## config.mk

```make
export PLATFORM = sky130hd
export DESIGN_NAME = ile_cell
export DESIGN_NICKNAME = d
export VERILOG_FILES = /design/src/sv/indexed_list_engine_assert.svh /design/src/sv/ile_pkg.sv /design/src/sv/ile_cell.sv
export SDC_FILE = /design/constraint.sdc
export NUM_CORES = 1
export LEC_CHECK = 0
export ABC_AREA = 1
export BUFFER_PORTS_ARGS = -buffer_cell sky130_fd_sc_hd__buf_2
export CORE_ASPECT_RATIO = 1.25
export CORE_MARGIN = 2
export CORE_UTILIZATION = 40
export CTS_BUF_LIST = sky130_fd_sc_hd__clkbuf_8
export DETAILED_ROUTE_END_ITERATION = 8
export PLACE_DENSITY = 0.85
export REMOVE_ABC_BUFFERS = 1
export SYNTH_ARGS = -nofsm -noshare
export SYNTH_HDL_FRONTEND = slang
export SYNTH_SLANG_ARGS = --single-unit
export TNS_END_PERCENT = 20
```

## constraint.sdc

```tcl
create_clock -name clk -period 10.28 [get_ports clk]
set_clock_uncertainty 0.2 [all_clocks]
set_input_delay 1.028 -clock clk [delete_from_list [all_inputs] [get_ports clk]]
set_output_delay 1.028 -clock clk [all_outputs]
set_load 0.02 [all_outputs]
```

## src/sv/indexed_list_engine_assert.svh

```systemverilog
// ----------------------------------------------------------------------------
// indexed_list_engine assertion macros
// Shared property wrappers for the list engine checks.
// ----------------------------------------------------------------------------
`ifndef INDEXED_LIST_ENGINE_ASSERT_SVH
`define INDEXED_LIST_ENGINE_ASSERT_SVH

// same-cycle implication, gated by reset
`define ILE_ASSERT_NOW(label, clk, rst_n, ante, cons) \
	label: assert property (@(posedge clk) disable iff (!(rst_n)) (ante) |-> (cons)) \
		else $error("ile check failed");

// next-cycle implication, gated by reset
`define ILE_ASSERT_NEXT(label, clk, rst_n, ante, cons) \
	label: assert property (@(posedge clk) disable iff (!(rst_n)) (ante) |=> (cons)) \
		else $error("ile check failed");

`endif

```

## src/sv/ile_pkg.sv

```systemverilog
// ----------------------------------------------------------------------------
// ile_pkg
// Types and constants shared by the indexed list engine modules.
// ----------------------------------------------------------------------------
`default_nettype none

package ile_pkg;

	localparam int CAPACITY = 64;
	localparam int ELEM_W   = 32;
	localparam int POS_W    = 7;
	localparam int CNT_W    = 7;
	localparam int IDX_W    = $clog2(CAPACITY);

	typedef enum logic [1:0] {
		CMD_INSERT = 2'd0,
		CMD_READ   = 2'd1,
		CMD_WRITE  = 2'd2,
		CMD_REMOVE = 2'd3
	} cmd_t;

	typedef enum logic [1:0] {
		ST_OK        = 2'd0,
		ST_BAD_INDEX = 2'd1,
		ST_FULL      = 2'd2
	} status_t;

	// what each cell does on the execute edge
	typedef enum logic [1:0] {
		OP_HOLD = 2'd0,
		OP_INS  = 2'd1,
		OP_REM  = 2'd2,
		OP_WR   = 2'd3
	} op_t;

	typedef struct packed {
		op_t               op;
		logic [IDX_W-1:0]  idx;
		logic [ELEM_W-1:0] val;
	} cell_ctl_t;

endpackage

`default_nettype wire

```

## src/sv/ile_cell.sv

```systemverilog
// ----------------------------------------------------------------------------
// ile_cell
// One list slot: holds an element and shifts with its neighbors.
// ----------------------------------------------------------------------------
`default_nettype none

module ile_cell (
	input  wire logic                          clk,
	input  wire logic [ile_pkg::IDX_W-1:0]     slot,
	input  wire ile_pkg::cell_ctl_t            ctl,
	input  wire logic [ile_pkg::ELEM_W-1:0]    left,
	input  wire logic [ile_pkg::ELEM_W-1:0]    right,
	output logic      [ile_pkg::ELEM_W-1:0]    data
);

	logic [ile_pkg::ELEM_W-1:0] data_q;
	logic [ile_pkg::ELEM_W-1:0] data_d;
	logic                       hit;
	logic                       above;

	assign hit   = (slot == ctl.idx);
	assign above = (slot > ctl.idx);

	always_comb begin
		data_d = data_q;
		unique case (ctl.op)
			ile_pkg::OP_INS: begin
				if (hit) data_d = ctl.val;
				else if (above) data_d = left;
			end
			ile_pkg::OP_REM: begin
				if (hit || above) data_d = right;
			end
			ile_pkg::OP_WR: begin
				if (hit) data_d = ctl.val;
			end
			default: data_d = data_q;
		endcase
	end

	// payload only, no reset
	always_ff @(posedge clk) begin
		data_q <= data_d;
	end

	assign data = data_q;

endmodule

`default_nettype wire

```

==> impl_metrics.env, run 1 <==
export IMPL_dieArea_um2=6760
export IMPL_synth_compound_area_share_pct=16.8
export IMPL_p_sw_w=0.000116
export IMPL_synth_area_um2=2440
export IMPL_pin_count=143
export IMPL_grt_pass1_wl_mm=10.1
export IMPL_routabilityCongestion=0.831
export IMPL_cts_repair_resized=0
export IMPL_synth_fa_ha_area_share_pct=3.07
export IMPL_slew_viol_final=0
export IMPL_end_kind="flip-flop"
export IMPL_cts_max_level=2
export IMPL_ys_types=17
export IMPL_clock_sinks=32
export IMPL_fp_dieW_um=73.9
export IMPL_synthCells=343
export IMPL_cts_tree="done"
export IMPL_p_total_w=0.000372
export IMPL_fillers=567
export IMPL_slew_headroom_pct=34.0
export IMPL_setup_violations=0
export IMPL_p_leak_nw=1.83
export IMPL_viasPerCell=4.72
export IMPL_seqPwrFrac_pct=46.3
export IMPL_final_cell_mix="buf_2 (142), inv_1 (76), nand2_1 (74), nor2_1 (33), nand3_1 (33)"
export IMPL_cp_arrival_ns=2.91
export IMPL_maxCapViolCount=0
export IMPL_initial_core_util_pct=41.7
export IMPL_area_delta_synth_final_pct=32.5
export IMPL_worstPathRequired_ns=9.97
export IMPL_numCtsBuffers=5
export IMPL_port_buffers=142
export IMPL_crit_path_start_kind="input port"
export IMPL_combPwrFrac_pct=30.5
export IMPL_tns_ns=0
export IMPL_worstPathMaxFanout=65
export IMPL_synth_simple_area_share_pct=24.0
export IMPL_grt_pass1_vias=2471
export IMPL_status="completed"
export IMPL_grt_max_degree=66
export IMPL_clkPwrFrac_pct=23.2
export IMPL_drive_gt1_share_pct=32.5
export IMPL_cts_path_max_buffers=2
export IMPL_rsz0062_at_grt="false"
export IMPL_num_antenna_cells=0
export IMPL_wl_per_cell_um=11.6
export IMPL_vias=2624
export IMPL_rows=31
export IMPL_hold_violations=0
export IMPL_grt_overflow=0
export IMPL_post_route_period_util_pct=31.3
export IMPL_drc_errors=0
export IMPL_antenna_found_initial=0
export IMPL_drt_initial_drc_count=158
export IMPL_ir_worst_vdd_mv=0.0526
export IMPL_final_area_um2=3240
export IMPL_hold_class="input port to flip-flop"
export IMPL_wl_mm=6.48
export IMPL_final_common_cell="buf_2"
export IMPL_cts_setup_buffers=0
export IMPL_fp_dieH_um=91.4
export IMPL_cts_root_buf="clkbuf_8"
export IMPL_path_class="input port to flip-flop"
export IMPL_place_hpwl_mm=4.66
export IMPL_antenna_left=0
export IMPL_p_int_w=0.000256
export IMPL_yosysWarnings=0
export IMPL_switching_share_pct=31.1
export IMPL_synth_xor_area_share_pct=0
export IMPL_dr_pass1_iters=4
export IMPL_syn_avg_cell_area_um2=7.13
export IMPL_synthMuxAreaShare_pct=0
export IMPL_period_needed_ns=3.21
export IMPL_synth_seq_cells=32
export IMPL_clock_fmax_mhz=311
export IMPL_ys_seq_area_share_pct=39.3
export IMPL_synth_top_family_by_area="simple AND/OR/NAND/NOR gates"
export IMPL_largest_reg_flops=32
export IMPL_dpl_instance_area_um2=3160
export IMPL_grt_total_usage_pct=19.1
export IMPL_clkTransAtPathRegs_ns=0.06
export IMPL_hold_buffers=0
export IMPL_core_um2=5860
export IMPL_fin_nets=590
export IMPL_worst_pin_slew_ns=0.988
export IMPL_power_density_nw_per_um2=115
[power by group through the flow]
stage          sequential, W  combinational, W  clock (W)
2_1_floorplan       0.000199         0.0000368          0
3_3_place_gp        0.000174          0.000111          0
3_5_place_dp        0.000175          0.000114          0
4_1_cts             0.000172          0.000114  0.0000890
5_1_grt             0.000174          0.000125  0.0000955
6_report            0.000172          0.000114  0.0000865
[final cells by class]
type	instances	area, um^2	share of cell area [%]
clock buffer	5	68.8	2.12
clock inverter	3	11.3	0.348
inverter	75	282	8.69
multi-input combinational	215	1090	33.6
sequential	32	961	29.7
tap	82	103	3.17
timing repair buffer	144	726	22.4
[Yosys cell counts]
cell type,instances,share of area [%]
o21ai_0,2,0.41
or2_4,1,0.36
ha_1,6,3.1
buf_4,2,0.61
nand3_1,34,7.0
nor2_2,1,0.26
o21ai_1,30,6.1
nand2_1,74,11
nor2_1,33,5.1
buf_6,5,2.3
edfxtp_1,32,39
o21bai_1,32,9.8
inv_1,74,11
buf_2,5,1.0
clkbuf_1,9,1.4
a21oi_1,2,0.41
inv_2,1,0.15
[critical path, cell delays in order]
cell and delay [ns]:
buf_2 0.10, ha_1 0.29, nand2_1 0.07, nor2_2 0.14, nand3_2 0.07, buf_4 0.33
a21oi_4 0.86
[worst paths after layout]
path,startpoint,to,slack (ns),depth (start not counted)
max,slot[5],data[23],7.07,7
min,ctl[6],data[6],0.90,3
[per-layer routing]
metal	routed length [um]	vias up	GRT usage (%)
met5	0	-	0
met4	171	0	8.94
met3	415	18	3.22
met2	3280	119	34.5
met1	2610	1153	20.8
li1	-	1334	-
[metrics by stage]
| stage | hold slack (ns) | std cells | util, % | setup slack [ns] |
|---|---|---|---|---|
| CTS | 0.889 | 556 | 55.3 | 7.04 |
| global placement | 1.17 | 548 | 53.9 | 6.82 |
| global route | 0.908 | 556 | 55.3 | 6.89 |
| floorplan | 1.07 | 322 | - | 4.97 |
| detailed placement | 1.19 | 548 | 53.9 | 6.75 |
| finish | 0.903 | 556 | 55.3 | 7.07 |
[cells by family (layout without fill, tap and decap cells)]
group,after synthesis,after routing
AND/OR/NAND/NOR,143,143
buffers and inverters,96,227
AO/OA/AOI/OAI,66,66
flip-flops,32,32
adder cells (fa/ha/maj),6,6
(Power assumes the default switching activity.)
==> run 2, diff against run 1 <==
- clock period: 10.28 -> 3.1 ns (I/O delays scaled with it)
==> run 2 against run 1 <==
- final cell count rose by 0.54%
- global-route usage grew 0.88 points
- die area unchanged
- largest power group unchanged
- setup slack got worse by 5.9 ns
- clock power rose to 3.3 times the previous value
==> impl_metrics.env, run 2 (synthesized netlist as in run 1, its figures left out) <==
export IMPL_vias=2621
export IMPL_drc_errors=0
export IMPL_hold_violations=0
export IMPL_core_um2=5860
export IMPL_grt_pass1_vias=2483
export IMPL_worst_pin_slew_ns=0.449
export IMPL_hp_start="ctl[20]"
export IMPL_cts_path_max_buffers=2
export IMPL_cts_repair_resized=0
export IMPL_largest_reg_flops=32
export IMPL_crit_path_start_kind="input port"
export IMPL_end_kind="flip-flop"
export IMPL_crit_family="buffers and inverters"
export IMPL_path_buf_inv=3
export IMPL_place_hpwl_mm=5.00
export IMPL_initial_core_util_pct=41.7
export IMPL_grt_total_usage_pct=20.0
export IMPL_cts_root_buf="clkbuf_8"
export IMPL_fp_dieW_um=73.9
export IMPL_port_buffers=142
export IMPL_clkTransAtPathRegs_ns=0.06
export IMPL_antenna_left=0
export IMPL_tns_ns=0
export IMPL_drt_initial_drc_count=120
export IMPL_post_route_period_util_pct=63.2
export IMPL_routabilityCongestion=0.839
export IMPL_hold_class="input port to flip-flop"
export IMPL_worst_slack_ns=1.14
export IMPL_p_leak_nw=1.84
export IMPL_viasPerCell=4.69
export IMPL_num_antenna_cells=0
export IMPL_fin_nets=594
export IMPL_cts_max_level=2
export IMPL_dr_pass1_iters=4
export IMPL_fp_dieH_um=91.4
export IMPL_pin_count=143
export IMPL_rows=31
export IMPL_wl_per_cell_um=11.9
export IMPL_period_needed_ns=1.96
export IMPL_numCtsBuffers=5
export IMPL_wl_mm=6.68
export IMPL_max_stage_delay_ns=0.37
export IMPL_drive_gt1_share_pct=33.3
export IMPL_slew_headroom_pct=70.0
export IMPL_setup_violations=0
export IMPL_crit_path_frequent_cell="nand2_1"
export IMPL_cts_tree="done"
export IMPL_worstPathCellList="buf_2 -> inv_1 -> ha_1 -> nand2_1 -> nor2_2 -> nand2_1 -> nand3_1 -> nand2_1 -> a21oi_4 -> buf_4"
export IMPL_slowest_stage="buf_4"
export IMPL_cp_arrival_ns=1.69
export IMPL_worstPathMaxFanout=32
export IMPL_final_common_cell="buf_2"
export IMPL_status="completed"
export IMPL_final_cell_mix="buf_2 (142), inv_1 (75), nand2_1 (74), nor2_1 (33), nand3_1 (33)"
export IMPL_holdWs_ns=0.181
export IMPL_slew_viol_final=0
export IMPL_crit_start="ctl[37]"
export IMPL_ir_worst_vdd_mv=0.172
export IMPL_worstPathRequired_ns=2.83
export IMPL_cts_setup_buffers=0
export IMPL_dieArea_um2=6760
export IMPL_antenna_found_initial=0
export IMPL_power_density_nw_per_um2=380
export IMPL_hold_buffers=0
export IMPL_finish_utilization_pct=55.8
export IMPL_grt_pass1_wl_mm=10.5
export IMPL_area_delta_synth_final_pct=33.6
export IMPL_clock_fmax_mhz=510
export IMPL_rsz0062_at_grt="false"
export IMPL_grt_overflow=0
export IMPL_grt_max_degree=35
export IMPL_path_class="input port to flip-flop"
export IMPL_clock_sinks=32
export IMPL_maxCapViolCount=0
export IMPL_dp_slack_ns=0.846
[run 2: final cells by class]
class	count	area [um^2]
timing repair buffer	148	756
sequential	32	961
inverter	75	282
multi-input combinational	215	1090
fill	552	2590
clock inverter	2	8.76
tap	82	103
clock buffer	5	68.8
[run 2: per-layer routing]
metal / global-route usage, % / vias up / share of wire [%]
met5: 0 / - / 0
met4: 7.27 / 0 / 2.2
met3: 4.99 / 11 / 7.3
met2: 37.5 / 113 / 52
met1: 20.4 / 1157 / 39
li1: - / 1340 / -
[run 2: worst paths after layout]
kind                  endpoint  cells past startpoint  slack (ns)
worst max-delay path   data[2]                     10        1.14
worst min-delay path  data[20]                      3        0.18
[run 2: power by group]
part	internal [W]	leakage (nW)	total (W)	switching, W
clock	0.000149	0.0452	0.000289	0.000140
combinational	0.000151	1.50	0.000382	0.000232
sequential	0.000553	0.293	0.000569	0.0000156
[run 2: stage by stage]
| stage | area, um^2 | total power (W) | std cells |
|---|---|---|---|
| after CTS | 3270 | 0.00125 | 559 |
| after global routing | 3270 | 0.00132 | 559 |
| final | 3270 | 0.00124 | 559 |
| after global placement | 3190 | 0.000950 | 552 |
| after floorplan | 2310 | 0.000782 | 322 |
| after detailed placement | 3190 | 0.000962 | 552 |
[run 2: tightest hold or removal path, cell delays in order]
cell and delay [ns]:
buf_2 0.09, nor2_1 0.04, o21bai_1 0.11
