$ cat src/sv/indexed_list_engine_assert.svh
// ----------------------------------------------------------------------------
// indexed_list_engine assertion macros
// Shared property wrappers for the list engine checks.
// ----------------------------------------------------------------------------
`ifndef INDEXED_LIST_ENGINE_ASSERT_SVH
`define INDEXED_LIST_ENGINE_ASSERT_SVH

// same-cycle implication, gated by reset
`define ILE_ASSERT_NOW(label, clk, rst_n, ante, cons) \
	label: assert property (@(posedge clk) disable iff (!(rst_n)) (ante) |-> (cons)) \
		else $error("ile check failed");

// next-cycle implication, gated by reset
`define ILE_ASSERT_NEXT(label, clk, rst_n, ante, cons) \
	label: assert property (@(posedge clk) disable iff (!(rst_n)) (ante) |=> (cons)) \
		else $error("ile check failed");

`endif

$ cat src/sv/ile_pkg.sv
// ----------------------------------------------------------------------------
// ile_pkg
// Types and constants shared by the indexed list engine modules.
// ----------------------------------------------------------------------------
`default_nettype none

package ile_pkg;

	localparam int CAPACITY = 64;
	localparam int ELEM_W   = 32;
	localparam int POS_W    = 7;
	localparam int CNT_W    = 7;
	localparam int IDX_W    = $clog2(CAPACITY);

	typedef enum logic [1:0] {
		CMD_INSERT = 2'd0,
		CMD_READ   = 2'd1,
		CMD_WRITE  = 2'd2,
		CMD_REMOVE = 2'd3
	} cmd_t;

	typedef enum logic [1:0] {
		ST_OK        = 2'd0,
		ST_BAD_INDEX = 2'd1,
		ST_FULL      = 2'd2
	} status_t;

	// what each cell does on the execute edge
	typedef enum logic [1:0] {
		OP_HOLD = 2'd0,
		OP_INS  = 2'd1,
		OP_REM  = 2'd2,
		OP_WR   = 2'd3
	} op_t;

	typedef struct packed {
		op_t               op;
		logic [IDX_W-1:0]  idx;
		logic [ELEM_W-1:0] val;
	} cell_ctl_t;

endpackage

`default_nettype wire

$ cat src/sv/ile_ctrl.sv
// ----------------------------------------------------------------------------
// ile_ctrl
// Request capture, range checks, count tracking and result registers.
// ----------------------------------------------------------------------------
`default_nettype none

`include "indexed_list_engine_assert.svh"

module ile_ctrl (
	input  wire logic                          clk,
	input  wire logic                          arst_n,
	input  wire logic                          start,
	input  wire logic [1:0]                    cmd,
	input  wire logic [ile_pkg::POS_W-1:0]     position,
	input  wire logic [ile_pkg::ELEM_W-1:0]    element_in,
	input  wire logic [ile_pkg::ELEM_W-1:0]    rd_data,
	output logic                               busy,
	output ile_pkg::cell_ctl_t                 ctl,
	output logic                               done,
	output ile_pkg::status_t                   status,
	output logic      [ile_pkg::ELEM_W-1:0]    element_out,
	output logic      [ile_pkg::CNT_W-1:0]     list_length
);

	localparam logic [ile_pkg::CNT_W-1:0] CAP_CNT = ile_pkg::CNT_W'(ile_pkg::CAPACITY);

	logic                         busy_q;
	ile_pkg::cmd_t                cmd_q;
	logic [ile_pkg::POS_W-1:0]    pos_q;
	logic [ile_pkg::ELEM_W-1:0]   val_q;
	logic [ile_pkg::CNT_W-1:0]    count_q;
	logic                         done_q;
	ile_pkg::status_t             status_q;
	logic [ile_pkg::ELEM_W-1:0]   eout_q;

	ile_pkg::status_t             st_d;
	ile_pkg::op_t                 op_d;
	logic [ile_pkg::CNT_W-1:0]    count_d;
	logic                         accept;
	logic [ile_pkg::CNT_W-1:0]    pos_ext;

	assign accept  = start && !busy_q;
	assign pos_ext = ile_pkg::CNT_W'(pos_q);

	// check and decode during the execute cycle
	always_comb begin
		st_d    = ile_pkg::ST_OK;
		op_d    = ile_pkg::OP_HOLD;
		count_d = count_q;
		unique case (cmd_q)
			ile_pkg::CMD_INSERT: begin
				if (pos_ext > count_q) st_d = ile_pkg::ST_BAD_INDEX;
				else if (count_q >= CAP_CNT) st_d = ile_pkg::ST_FULL;
				else begin
					op_d    = ile_pkg::OP_INS;
					count_d = count_q + 1'b1;
				end
			end
			ile_pkg::CMD_READ: begin
				if (pos_ext >= count_q) st_d = ile_pkg::ST_BAD_INDEX;
			end
			ile_pkg::CMD_WRITE: begin
				if (pos_ext >= count_q) st_d = ile_pkg::ST_BAD_INDEX;
				else op_d = ile_pkg::OP_WR;
			end
			ile_pkg::CMD_REMOVE: begin
				if (pos_ext >= count_q) st_d = ile_pkg::ST_BAD_INDEX;
				else begin
					op_d    = ile_pkg::OP_REM;
					count_d = count_q - 1'b1;
				end
			end
			default: st_d = ile_pkg::ST_BAD_INDEX;
		endcase
		if (!busy_q) begin
			op_d    = ile_pkg::OP_HOLD;
			count_d = count_q;
		end
	end

	assign ctl.op  = op_d;
	assign ctl.idx = pos_q[ile_pkg::IDX_W-1:0];
	assign ctl.val = val_q;

	always_ff @(posedge clk or negedge arst_n) begin
		if (!arst_n) begin
			busy_q  <= 1'b0;
			done_q  <= 1'b0;
			count_q <= '0;
		end else begin
			busy_q  <= accept;
			done_q  <= busy_q;
			count_q <= count_d;
		end
	end

	always_ff @(posedge clk) begin
		if (accept) begin
			cmd_q <= ile_pkg::cmd_t'(cmd);
			pos_q <= position;
			val_q <= element_in;
		end
		if (busy_q) begin
			status_q <= st_d;
			eout_q   <= (cmd_q == ile_pkg::CMD_READ && st_d == ile_pkg::ST_OK) ?
				rd_data : '0;
		end
	end

	assign busy        = busy_q;
	assign done        = done_q;
	assign status      = status_q;
	assign element_out = eout_q;
	assign list_length = count_q;

	`ILE_ASSERT_NEXT(a_req_gives_result, clk, arst_n, busy_q, done_q)
	`ILE_ASSERT_NEXT(a_accept_sets_busy, clk, arst_n, accept, busy_q)
	`ILE_ASSERT_NOW(a_count_bound, clk, arst_n, 1'b1, count_q <= CAP_CNT)
	`ILE_ASSERT_NOW(a_err_zero_data, clk, arst_n, done_q && status_q != ile_pkg::ST_OK, eout_q == '0)
	`ILE_ASSERT_NOW(a_full_at_cap, clk, arst_n, done_q && status_q == ile_pkg::ST_FULL, count_q == CAP_CNT)

endmodule

`default_nettype wire
$ cat config.mk
export PLATFORM = sky130hd
export DESIGN_NAME = ile_ctrl
export DESIGN_NICKNAME = d
export VERILOG_FILES = /design/src/sv/ile_pkg.sv /design/src/sv/ile_ctrl.sv
export VERILOG_INCLUDE_DIRS = /design/src /design/src/sv
export SDC_FILE = /design/constraint.sdc
export NUM_CORES = 1
export LEC_CHECK = 0
export BUFFER_PORTS_ARGS = -buffer_cell sky130_fd_sc_hd__buf_4
export CELL_PAD_IN_SITES_DETAIL_PLACEMENT = 0
export CELL_PAD_IN_SITES_GLOBAL_PLACEMENT = 1
export CORE_MARGIN = 2
export CORE_UTILIZATION = 36
export CTS_CLUSTER_DIAMETER = 200
export DETAILED_ROUTE_END_ITERATION = 16
export GPL_TIMING_DRIVEN = 0
export PLACE_DENSITY_LB_ADDON = 0.08
export REMOVE_ABC_BUFFERS = 1
export SYNTH_ARGS = -nofsm -noshare
export SYNTH_HDL_FRONTEND = slang
export SYNTH_SLANG_ARGS = --single-unit
$ cat constraint.sdc
create_clock -name clk -period 4.03 [get_ports clk]
set_input_delay 0.6045 -clock clk [delete_from_list [all_inputs] [get_ports clk]]
set_output_delay 0.6045 -clock clk [all_outputs]
set_load 0.02 [all_outputs]
==> impl_metrics.csv, run 1 <==
group,metric,value,unit
floorplan,core_area,9240,um2
worst_setup_path,cp_num_buf_inv,1,
logic_synthesis,synth_top_area_share,65.8,%
worst_setup_path,path_class,"flip-flop to output port",
worst_setup_path,cpMaxStageDelayCell,"dfrtp_1",
run,drv_cap,0,
clocking,post_cts_resized,0,
sta,finalCritPeriodShare,72.9,%
finish,final_core_util,53.3,%
logic_synthesis,syn_inst,209,
route,wl,7190,um
route,ant_nets,0,
logic_synthesis,synth_seq_cells,84,
logic_synthesis,syn_area,3420,um2
clocking,cts_hold_buf,0,
clocking,cts_tree,"done",
worst_setup_path,path_max_fanout,5,
finish,n_fill_cell,811,
floorplan,start_util,37.0,%
worst_setup_path,critical_path_arrival,2.33,ns
finish,final_area,4930,um2
logic_synthesis,synth_async_sr_flop_share,10.7,%
sta,worstMarginPinSlew,0.916,ns
power,total_power,0.00233,W
worst_setup_path,crit_chain,"ha_1 > nand2b_1 > a211o_1 > a21oi_2 > a22oi_1 > nor3b_1 > buf_4",
route,via_count,2199,
route,viasPerCell,4.36,
worst_setup_path,cp-end-kind,"output port",
finish,nets,459,
logic_synthesis,synth_ff_type,"edfxtp_1",
floorplan,pin_count,159,
finish,layout.cells.non_filler,504,
clocking,cts_buffers,9,
outcome,status,"finished, final reports clean",
floorplan,die_h,101,um
route,drt-initial-drc-count,62,
route,wl_per_cell,14.3,um
clocking,clockBufferDepth,2,
sta,slew_headroom,38.9,%
grt,antenna_found_initial,0,
route,dr.pass1.iters,4,
sta,max_freq,0.340,GHz
grt,grt_pass1_vias,2096,
clocking,cts-root-buf,"clkbuf_8",
placed_design,hpwl,5350,um
floorplan,dieWidth,101,um
clocking,insertion_delay,0.35,ns
placed_design,gp_congestion,0.757,
finish,diodes,0,
sta,slew_viol_final,0,
sta,skew,0.0175,ns
floorplan,rows,35,
sta,fin_tns_setup,0,ns
worst_setup_path,worst_setup_path_start_kind,"flip-flop",
sta,rsz0062_at_grt,"false",
placed_design,numPortBuffers,158,
grt,overflow,0,
worst_setup_path,crit_family,"compound AO/OA/AOI/OAI gates",
grt,grt_max_degree,43,
finish,layout-drive-gt1-share,50.4,%
grt,track_usage,13.8,%
grt,grt_pass1_wl,10600,um
placed_design,placed_cell_area,4730,um2
sta,period_minus_slack,2.94,ns
power,p_per_area,473,nW/um2
logic_synthesis,yosysSeqAreaShare,72.4,%
finish,syn_to_final_growth,43.9,%
logic_synthesis,synth_top_cell_by_area,"edfxtp_1",
logic_synthesis,yosys-top-cells-area,"edfxtp_1 66%, dfrtp_1 6.6%, and2_1 6.0%, ha_1 4.4%, buf_4 1.3%",
clocking,cts_setup_buffers,0,
route,drc,0,
hold_path,hold_path_class,"input pin to asynchronous set/reset pin",
worst_setup_path,cp.required,3.43,ns
power,ir_worst_vdd,0.227,mV
sta,hold_viol_final,0,
worst_setup_path,cpPeakStageDelay,0.45,ns
logic_synthesis,ys_warn_count,0,
placed_design,dp.cells,488,
power,p_leak,2.14,nW
logic_synthesis,synth-edff-count,75,
clocking,clk_pin_slew_worst_paths,0.09,ns
logic_synthesis,netlist-cell-type-count,41,
clocking,cts-htree-levels,3,
sta,setup_violations,0,
floorplan,dieArea,10300,um2
clocking,cts.sinks,84,
logic_synthesis,syn_avg_cell_area,16.4,um2
[worst register-to-register path, delay by kind of cell (launching register included)]
kind,cells,cell delay [ns]
DFF,1,0.47
buffers and inverters,1,0.17
and+or+nand+nor,2,0.49
AOI/OAI and AO/OA,4,0.85
adders and majority gates,1,0.26
[layout by cell type, fill, tap and decap left out, types with 2 or more instances in the layout]
cell         n
a21oi_1      6
a21oi_2      2
and2_1      33
and3_2       2
buf_4      158
clkbuf_8     9
dfrtp_1      8
edfxtp_1    75
ha_1        12
inv_1       11
inv_6        2
mux2i_1      4
nand2_1      2
nor2_1       7
nor2b_1      2
o2111ai_1    2
o211ai_1     2
o21a_1       2
o21ai_0      3
xor2_1       3
[registers in the layout (all words and copies together) (netlist names)]
signal and cells:
busy 1, cmd_q 2, done 1, element_out 32, list_length 7, pos_ext 7
status 2, val_q 32
[layer usage]
layer / wire length [um] / global-route usage (%) / vias up
met5: 0 / 0 / -
li1: - / - / 1088
met4: 48 / 4.37 / 0
met1: 3030 / 17.5 / 1008
met2: 3460 / 21.7 / 98
met3: 642 / 5.59 / 5
[where the power goes]
group / total (W) / internal (W) / switching (W)
clock: 0.000609 / 0.000295 / 0.000315
combinational: 0.000624 / 0.000292 / 0.000332
sequential: 0.00110 / 0.00104 / 0.0000597
[path summary, 6_finish.rpt]
path / to / startpoint / slack [ns] / cells after the start
worst max-delay path: ctl[38] / list_length[0] / 1.09 / 7
worst min-delay path: list_length[2] / arst_n / 0.07 / 1
worst max register to register: list_length[6] / cmd_q[1] / 1.69 / 8
worst min register to register: list_length[0] / list_length[0] / 0.58 / 1
max in group asynchronous: busy / arst_n / 3.81 / 1
min in group clk: val_q[24] / element_in[24] / 0.42 / 1
[area by class of cell]
class | count | area, um2 | area share [%]
clock buffer | 10 | 128 | 2.59
clock inverter | 6 | 71.3 | 1.45
multi-input combinational | 105 | 832 | 16.9
tap | 129 | 161 | 3.28
sequential | 84 | 2480 | 50.3
inverter | 11 | 41.3 | 0.838
timing repair buffer | 159 | 1210 | 24.6
[metrics by stage]
step | worst slack [ns] | hold slack (ns)
after floorplan | 0.613 | 0.309
after global placement | -0.428 | 0.442
after detailed placement | 1.49 | 0.442
after CTS | 1.08 | 0.0510
after global routing | 0.926 | 0.0484
final | 1.09 | 0.0651
[synthesized netlist by cell type, drive strengths merged (2+ instances only)]
cell and count:
o211ai 2, a21oi 8, o21ai 4, inv 11, buf 9, xor2 3, and3 3, edfxtp 75
dfrtp 9, nor2 7, o2111ai 2, ha 12, and2 33, nor2b 3, mux2i 4, o21a 2
nand2 3
[logic make-up after synthesis]
logic type,Yosys count,share of synthesized area [%]
multiplexers,5,1.61
XOR/XNOR,4,1.02
AO/OA/AOI/OAI,26,6.25
AND/OR/NAND/NOR,57,10.2
buffers and inverters,20,3.51
adder cells (fa/ha/maj),13,4.97
flip-flops,84,72.4
No activity file was read; power rests on OpenSTA's default activity.
==> run 2: changes to the inputs <==
==> constraint.sdc (replaced) <==
create_clock -name clk -period 3.01 [get_ports clk]
set_input_delay 0.4515 -clock clk [delete_from_list [all_inputs] [get_ports clk]]
set_output_delay 0.4515 -clock clk [all_outputs]
set_load 0.02 [all_outputs]
==> run 2 against run 1 <==
Compared with the run above:
- die area stayed put
- hold slack gained 0.20 ns
- clock power is 34% higher
- clock skew is the same
- highest routed layer unchanged
==> impl_metrics.csv, run 2 (synthesis gave the netlist of run 1 again) <==
group,metric,value,unit
outcome,status,"finished, final reports clean",
finish,layout-drive-gt1-share,50.3,%
worst_setup_path,crit_chain,"ha_1 > nand2b_1 > a211o_1 > a21oi_2 > a22oi_1 > nor3b_1 > buf_4",
worst_setup_path,cpPeakStageDelay,0.45,ns
clocking,cts.sinks,84,
grt,antenna_found_initial,0,
sta,rsz0062_at_grt,"false",
worst_setup_path,ff2ff_path_depth,8,
sta,slew_headroom,38.9,%
worst_setup_path,critical_path_arrival,2.33,ns
worst_setup_path,path_max_fanout,5,
placed_design,place_ws,0.626,ns
sta,setup_violations,0,
hold_path,holdPathStages,1,
power,ir_worst_vdd,0.343,mV
finish,diodes,0,
sta,hold_viol_final,0,
clocking,clockBufferDepth,2,
placed_design,gp_congestion,0.757,
sta,hold_ws,0.266,ns
route,ant_nets,0,
floorplan,dieArea,10300,um2
route,wl_per_cell,14.2,um
run,drv_cap,0,
finish,final_common_cell,"buf_4",
hold_path,hold_path_class,"input pin to flip-flop",
finish,layout_common_cells,"158 x buf_4, 75 x edfxtp_1, 33 x and2_1",
sta,fin_tns_setup,0,ns
placed_design,dp.cells,488,
power,p_per_area,632,nW/um2
grt,grt_pass1_vias,2095,
sta,setup_ws,0.226,ns
finish,n_fill_cell,810,
finish,layout.cells.non_filler,505,
clocking,cts_buffers,9,
worst_setup_path,cp.required,2.56,ns
placed_design,placed_cell_area,4730,um2
finish,nets,460,
floorplan,die_h,101,um
floorplan,pin_count,159,
worst_setup_path,path_class,"flip-flop to output port",
floorplan,start_util,37.0,%
clocking,insertion_delay,0.35,ns
clocking,cts-root-buf,"clkbuf_8",
worst_setup_path,reg2reg_slack,0.67,ns
worst_setup_path,cpMaxStageDelayCell,"dfrtp_1",
power,p_leak,2.14,nW
sta,skew,0.0175,ns
route,drc,0,
placed_design,hpwl,5350,um
sta,max_freq,0.359,GHz
floorplan,rows,35,
route,dr.pass1.iters,4,
clocking,post_cts_resized,0,
grt,grt_max_degree,43,
clocking,clk_pin_slew_worst_paths,0.10,ns
clocking,cts-htree-levels,3,
route,via_count,2203,
floorplan,dieWidth,101,um
grt,grt_pass1_wl,10600,um
sta,slew_viol_final,0,
grt,overflow,0,
route,wl,7190,um
worst_setup_path,worst_setup_path_start_kind,"flip-flop",
finish,final_area,4940,um2
clocking,cts_tree,"done",
finish,syn_to_final_growth,44.2,%
placed_design,numPortBuffers,158,
sta,worstMarginPinSlew,0.916,ns
sta,finalCritPeriodShare,92.5,%
grt,track_usage,13.8,%
route,viasPerCell,4.36,
floorplan,core_area,9240,um2
route,drt-initial-drc-count,65,
sta,period_minus_slack,2.78,ns
worst_setup_path,cp-end-kind,"output port",
-- run 2: where the power goes --
group | leakage, nW | internal (W) | switching (W)
logic | 1.21 | 0.000392 | 0.000445
registers | 0.837 | 0.00139 | 0.0000794
clock network | 0.0992 | 0.000395 | 0.000421
-- run 2: area by class of cell --
class / count / area (um2) / share of cell area [%]
Sequential cell: 84 / 2480 / 50.2
Tap cell: 129 / 161 / 3.27
Inverter: 11 / 41.3 / 0.837
Clock inverter: 6 / 71.3 / 1.44
Timing Repair Buffer: 160 / 1220 / 24.8
Multi-Input combinational cell: 105 / 832 / 16.9
Clock buffer: 10 / 128 / 2.59
-- run 2: stage by stage --
step / util [%] / total power (W)
floorplan: - / 0.00200
global placement: 50.8 / 0.00233
detailed placement: 51.2 / 0.00234
CTS: 53.4 / 0.00317
global route: 53.4 / 0.00331
finish: 53.4 / 0.00312
-- run 2: worst paths after layout --
kind	start	end
setup / recovery	list_length[0]	ctl[38]
hold / removal	element_in[24]	val_q[24]
setup reg to reg	cmd_q[1]	list_length[6]
hold reg to reg	list_length[0]	list_length[0]
max in group asynchronous	arst_n	busy
min in group asynchronous	arst_n	list_length[2]
-- run 2: layer usage --
metal	up-vias	track usage (%)	share of wire (%)
li1	1091	-	-
met1	1009	17.6	42
met2	98	21.7	48
met3	5	5.59	8.9
met4	0	4.37	0.67
met5	-	0	0
-- run 2: timing repair --
action,in CTS,in global routing
hold buffers,1,0
hold endpoints to repair,9,0
setup buffers,0,0
setup endpoints to repair,0,0
-- run 2: critical path: cells and delay by family, from the launching register on --
kind                     cells  cell delay (ns)
adder cells (fa/ha/maj)      1             0.31
flip-flops                   1             0.45
buffers and inverters        1             0.19
AND/OR/NAND/NOR              2             0.35
AO/OA/AOI/OAI                3             0.68
==> run 3: changes to the inputs <==
--- a/config.mk
+++ b/config.mk
@@ -9,11 +9,11 @@
 export BUFFER_PORTS_ARGS = -buffer_cell sky130_fd_sc_hd__buf_4
 export CELL_PAD_IN_SITES_DETAIL_PLACEMENT = 0
 export CELL_PAD_IN_SITES_GLOBAL_PLACEMENT = 1
+export CORE_ASPECT_RATIO = 0.6
 export CORE_MARGIN = 2
 export CORE_UTILIZATION = 36
 export CTS_CLUSTER_DIAMETER = 200
 export DETAILED_ROUTE_END_ITERATION = 16
-export GPL_TIMING_DRIVEN = 0
 export PLACE_DENSITY_LB_ADDON = 0.08
 export REMOVE_ABC_BUFFERS = 1
 export SYNTH_ARGS = -nofsm -noshare
==> run 3 against run 2 <==
Compared with the run above:
- clock skew is 0.013 ns lower
- final cell count is 0.20% higher
- critical endpoint unchanged
- sequential share of layout area is 0.39 points lower
- hold slack better by 0.027 ns
- combinational power is 2% higher
==> impl_metrics.csv, run 3 (synthesis gave the netlist of run 1 again) <==
group,metric,value,unit
grt,grt_pass1_vias,2038,
finish,layout.cells.non_filler,506,
hold_path,hold_path_class,"input pin to flip-flop",
clocking,insertion_delay,0.33,ns
sta,slew_headroom,65.2,%
floorplan,pin_count,159,
worst_setup_path,cpMaxStageDelayCell,"dfrtp_1",
finish,layout_common_cells,"160 x buf_4, 75 x edfxtp_1, 33 x and2_1",
finish,final_common_cell,"buf_4",
sta,period_minus_slack,2.77,ns
finish,diodes,0,
power,p_switching,0.000941,W
route,via_count,2226,
floorplan,die_h,79.5,um
route,drc,0,
finish,layout-drive-gt1-share,49.2,%
power,ir_worst_vdd,0.295,mV
placed_design,gp_congestion,0.736,
sta,slew_viol_final,0,
route,drt-initial-drc-count,102,
grt,antenna_found_initial,0,
power,p_int,0.00232,W
power,total_power,0.00326,W
clocking,post_cts_resized,0,
clocking,cts_setup_buffers,0,
clocking,cts_tree,"done",
floorplan,rows,27,
outcome,status,"finished, final reports clean",
run,drv_cap,0,
sta,hold_viol_final,0,
route,wl,7300,um
clocking,cts-root-buf,"clkbuf_16",
finish,syn_to_final_growth,45.4,%
sta,setup_violations,0,
worst_setup_path,cpPeakStageDelay,0.41,ns
power,p_seq_share,44.9,%
power,swShare,28.8,%
grt,overflow,0,
placed_design,numPortBuffers,158,
floorplan,dieArea,10300,um2
sta,finalCritPeriodShare,91.9,%
power,p_leak,2.17,nW
worst_setup_path,critical_path_arrival,2.31,ns
power,pwr-share-clk,28.9,%
clocking,cts.sinks,84,
grt,track_usage,14.4,%
power,p_comb_share,26.2,%
worst_setup_path,worst_setup_path_start_kind,"flip-flop",
sta,skew,0.00500,ns
worst_setup_path,cp-end-kind,"output port",
floorplan,dieWidth,130,um
worst_setup_path,cp.required,2.56,ns
worst_setup_path,path_max_fanout,4,
clocking,cts-htree-levels,3,
floorplan,core_area,9190,um2
finish,n_fill_cell,795,
worst_setup_path,path_class,"flip-flop to output port",
sta,max_freq,0.362,GHz
grt,grt_pass1_wl,10900,um
placed_design,hpwl,5400,um
clocking,clockBufferDepth,2,
sta,fin_tns_setup,0,ns
floorplan,start_util,37.2,%
clocking,cts_buffers,9,
route,ant_nets,0,
placed_design,dp.cells,490,
worst_setup_path,crit_chain,"inv_1 > ha_1 > o21ai_0 > o21ai_2 > o22ai_2 > a22oi_1 > nor3b_1 > buf_4",
grt,grt_max_degree,42,
power,p_per_area,656,nW/um2
route,viasPerCell,4.40,
sta,worstMarginPinSlew,0.522,ns
sta,rsz0062_at_grt,"false",
route,dr.pass1.iters,4,
clocking,clk_pin_slew_worst_paths,0.06,ns
finish,nets,461,
route,wl_per_cell,14.4,um
## run 3: cell count changes in the layout (fill, tap and decap cells not counted), sizes merged
cell / change
buf: +1
bufinv: -1
clkinv: +4
clkinvlp: -1
inv: -3
## run 3: worst paths after layout
kind,endpoint,from,cells past startpoint,slack [ns]
setup / recovery,ctl[38],list_length[5],8,0.24
hold / removal,val_q[1],element_in[1],1,0.29
setup reg to reg,list_length[4],list_length[6],7,0.71
max in group asynchronous,busy,arst_n,2,2.36
hold reg to reg,list_length[0],list_length[0],1,0.58
min in group asynchronous,list_length[3],arst_n,2,0.49
## run 3: final cells by class
type | count | area, um2 | share of cell area (%)
sequential | 84 | 2480 | 49.8
inverter | 11 | 41.3 | 0.830
timing repair buffer | 161 | 1210 | 24.3
tap | 130 | 163 | 3.27
multi-input combinational | 105 | 832 | 16.7
clock inverter | 5 | 20.0 | 0.402
clock buffer | 10 | 229 | 4.60
## run 3: layer usage
metal,track usage (%),part of all wire [%],up-vias
met4,4.84,0.58,0
met3,5.90,7.0,6
met1,20.7,50,1051
met2,19.5,42,82
met5,0,0,-
li1,-,-,1087
## run 3: metrics by stage
stage                     cell area [um2]  utilization [%]  hold WS, ns  setup WS [ns]
after floorplan                      3340                -        0.156         -0.407
after global routing                 4970             54.1        0.275          0.133
after global placement               4720             51.3        0.288          0.617
final                                4970             54.1        0.293          0.244
after CTS                            4970             54.1        0.276          0.255
after detailed placement             4720             51.3        0.293          0.630
## run 3: power groups by stage
| stage | Sequential, W | Clock (W) | Combinational [W] |
|---|---|---|---|
| 2_1_floorplan | 0.00161 | 0 | 0.000392 |
| 3_3_place_gp | 0.00149 | 0 | 0.000859 |
| 3_5_place_dp | 0.00149 | 0 | 0.000860 |
| 4_1_cts | 0.00147 | 0.000973 | 0.000863 |
| 5_1_grt | 0.00148 | 0.00102 | 0.000940 |
| 6_report | 0.00147 | 0.000942 | 0.000856 |
## run 3: timing repair
action                                  CTS  global route
endpoints found under the setup margin    0             0
hold buffers                              1             0
endpoints found under the hold margin     9             0
## run 3: worst max-delay path: cells and delay by family (launching register included)
kind | cells | cell delay [ns]
adder cells (fa/ha/maj) | 1 | 0.26
AND/OR/NAND/NOR | 1 | 0.26
AO/OA/AOI/OAI | 4 | 0.74
flip-flops | 1 | 0.41
buffers and inverters | 2 | 0.32
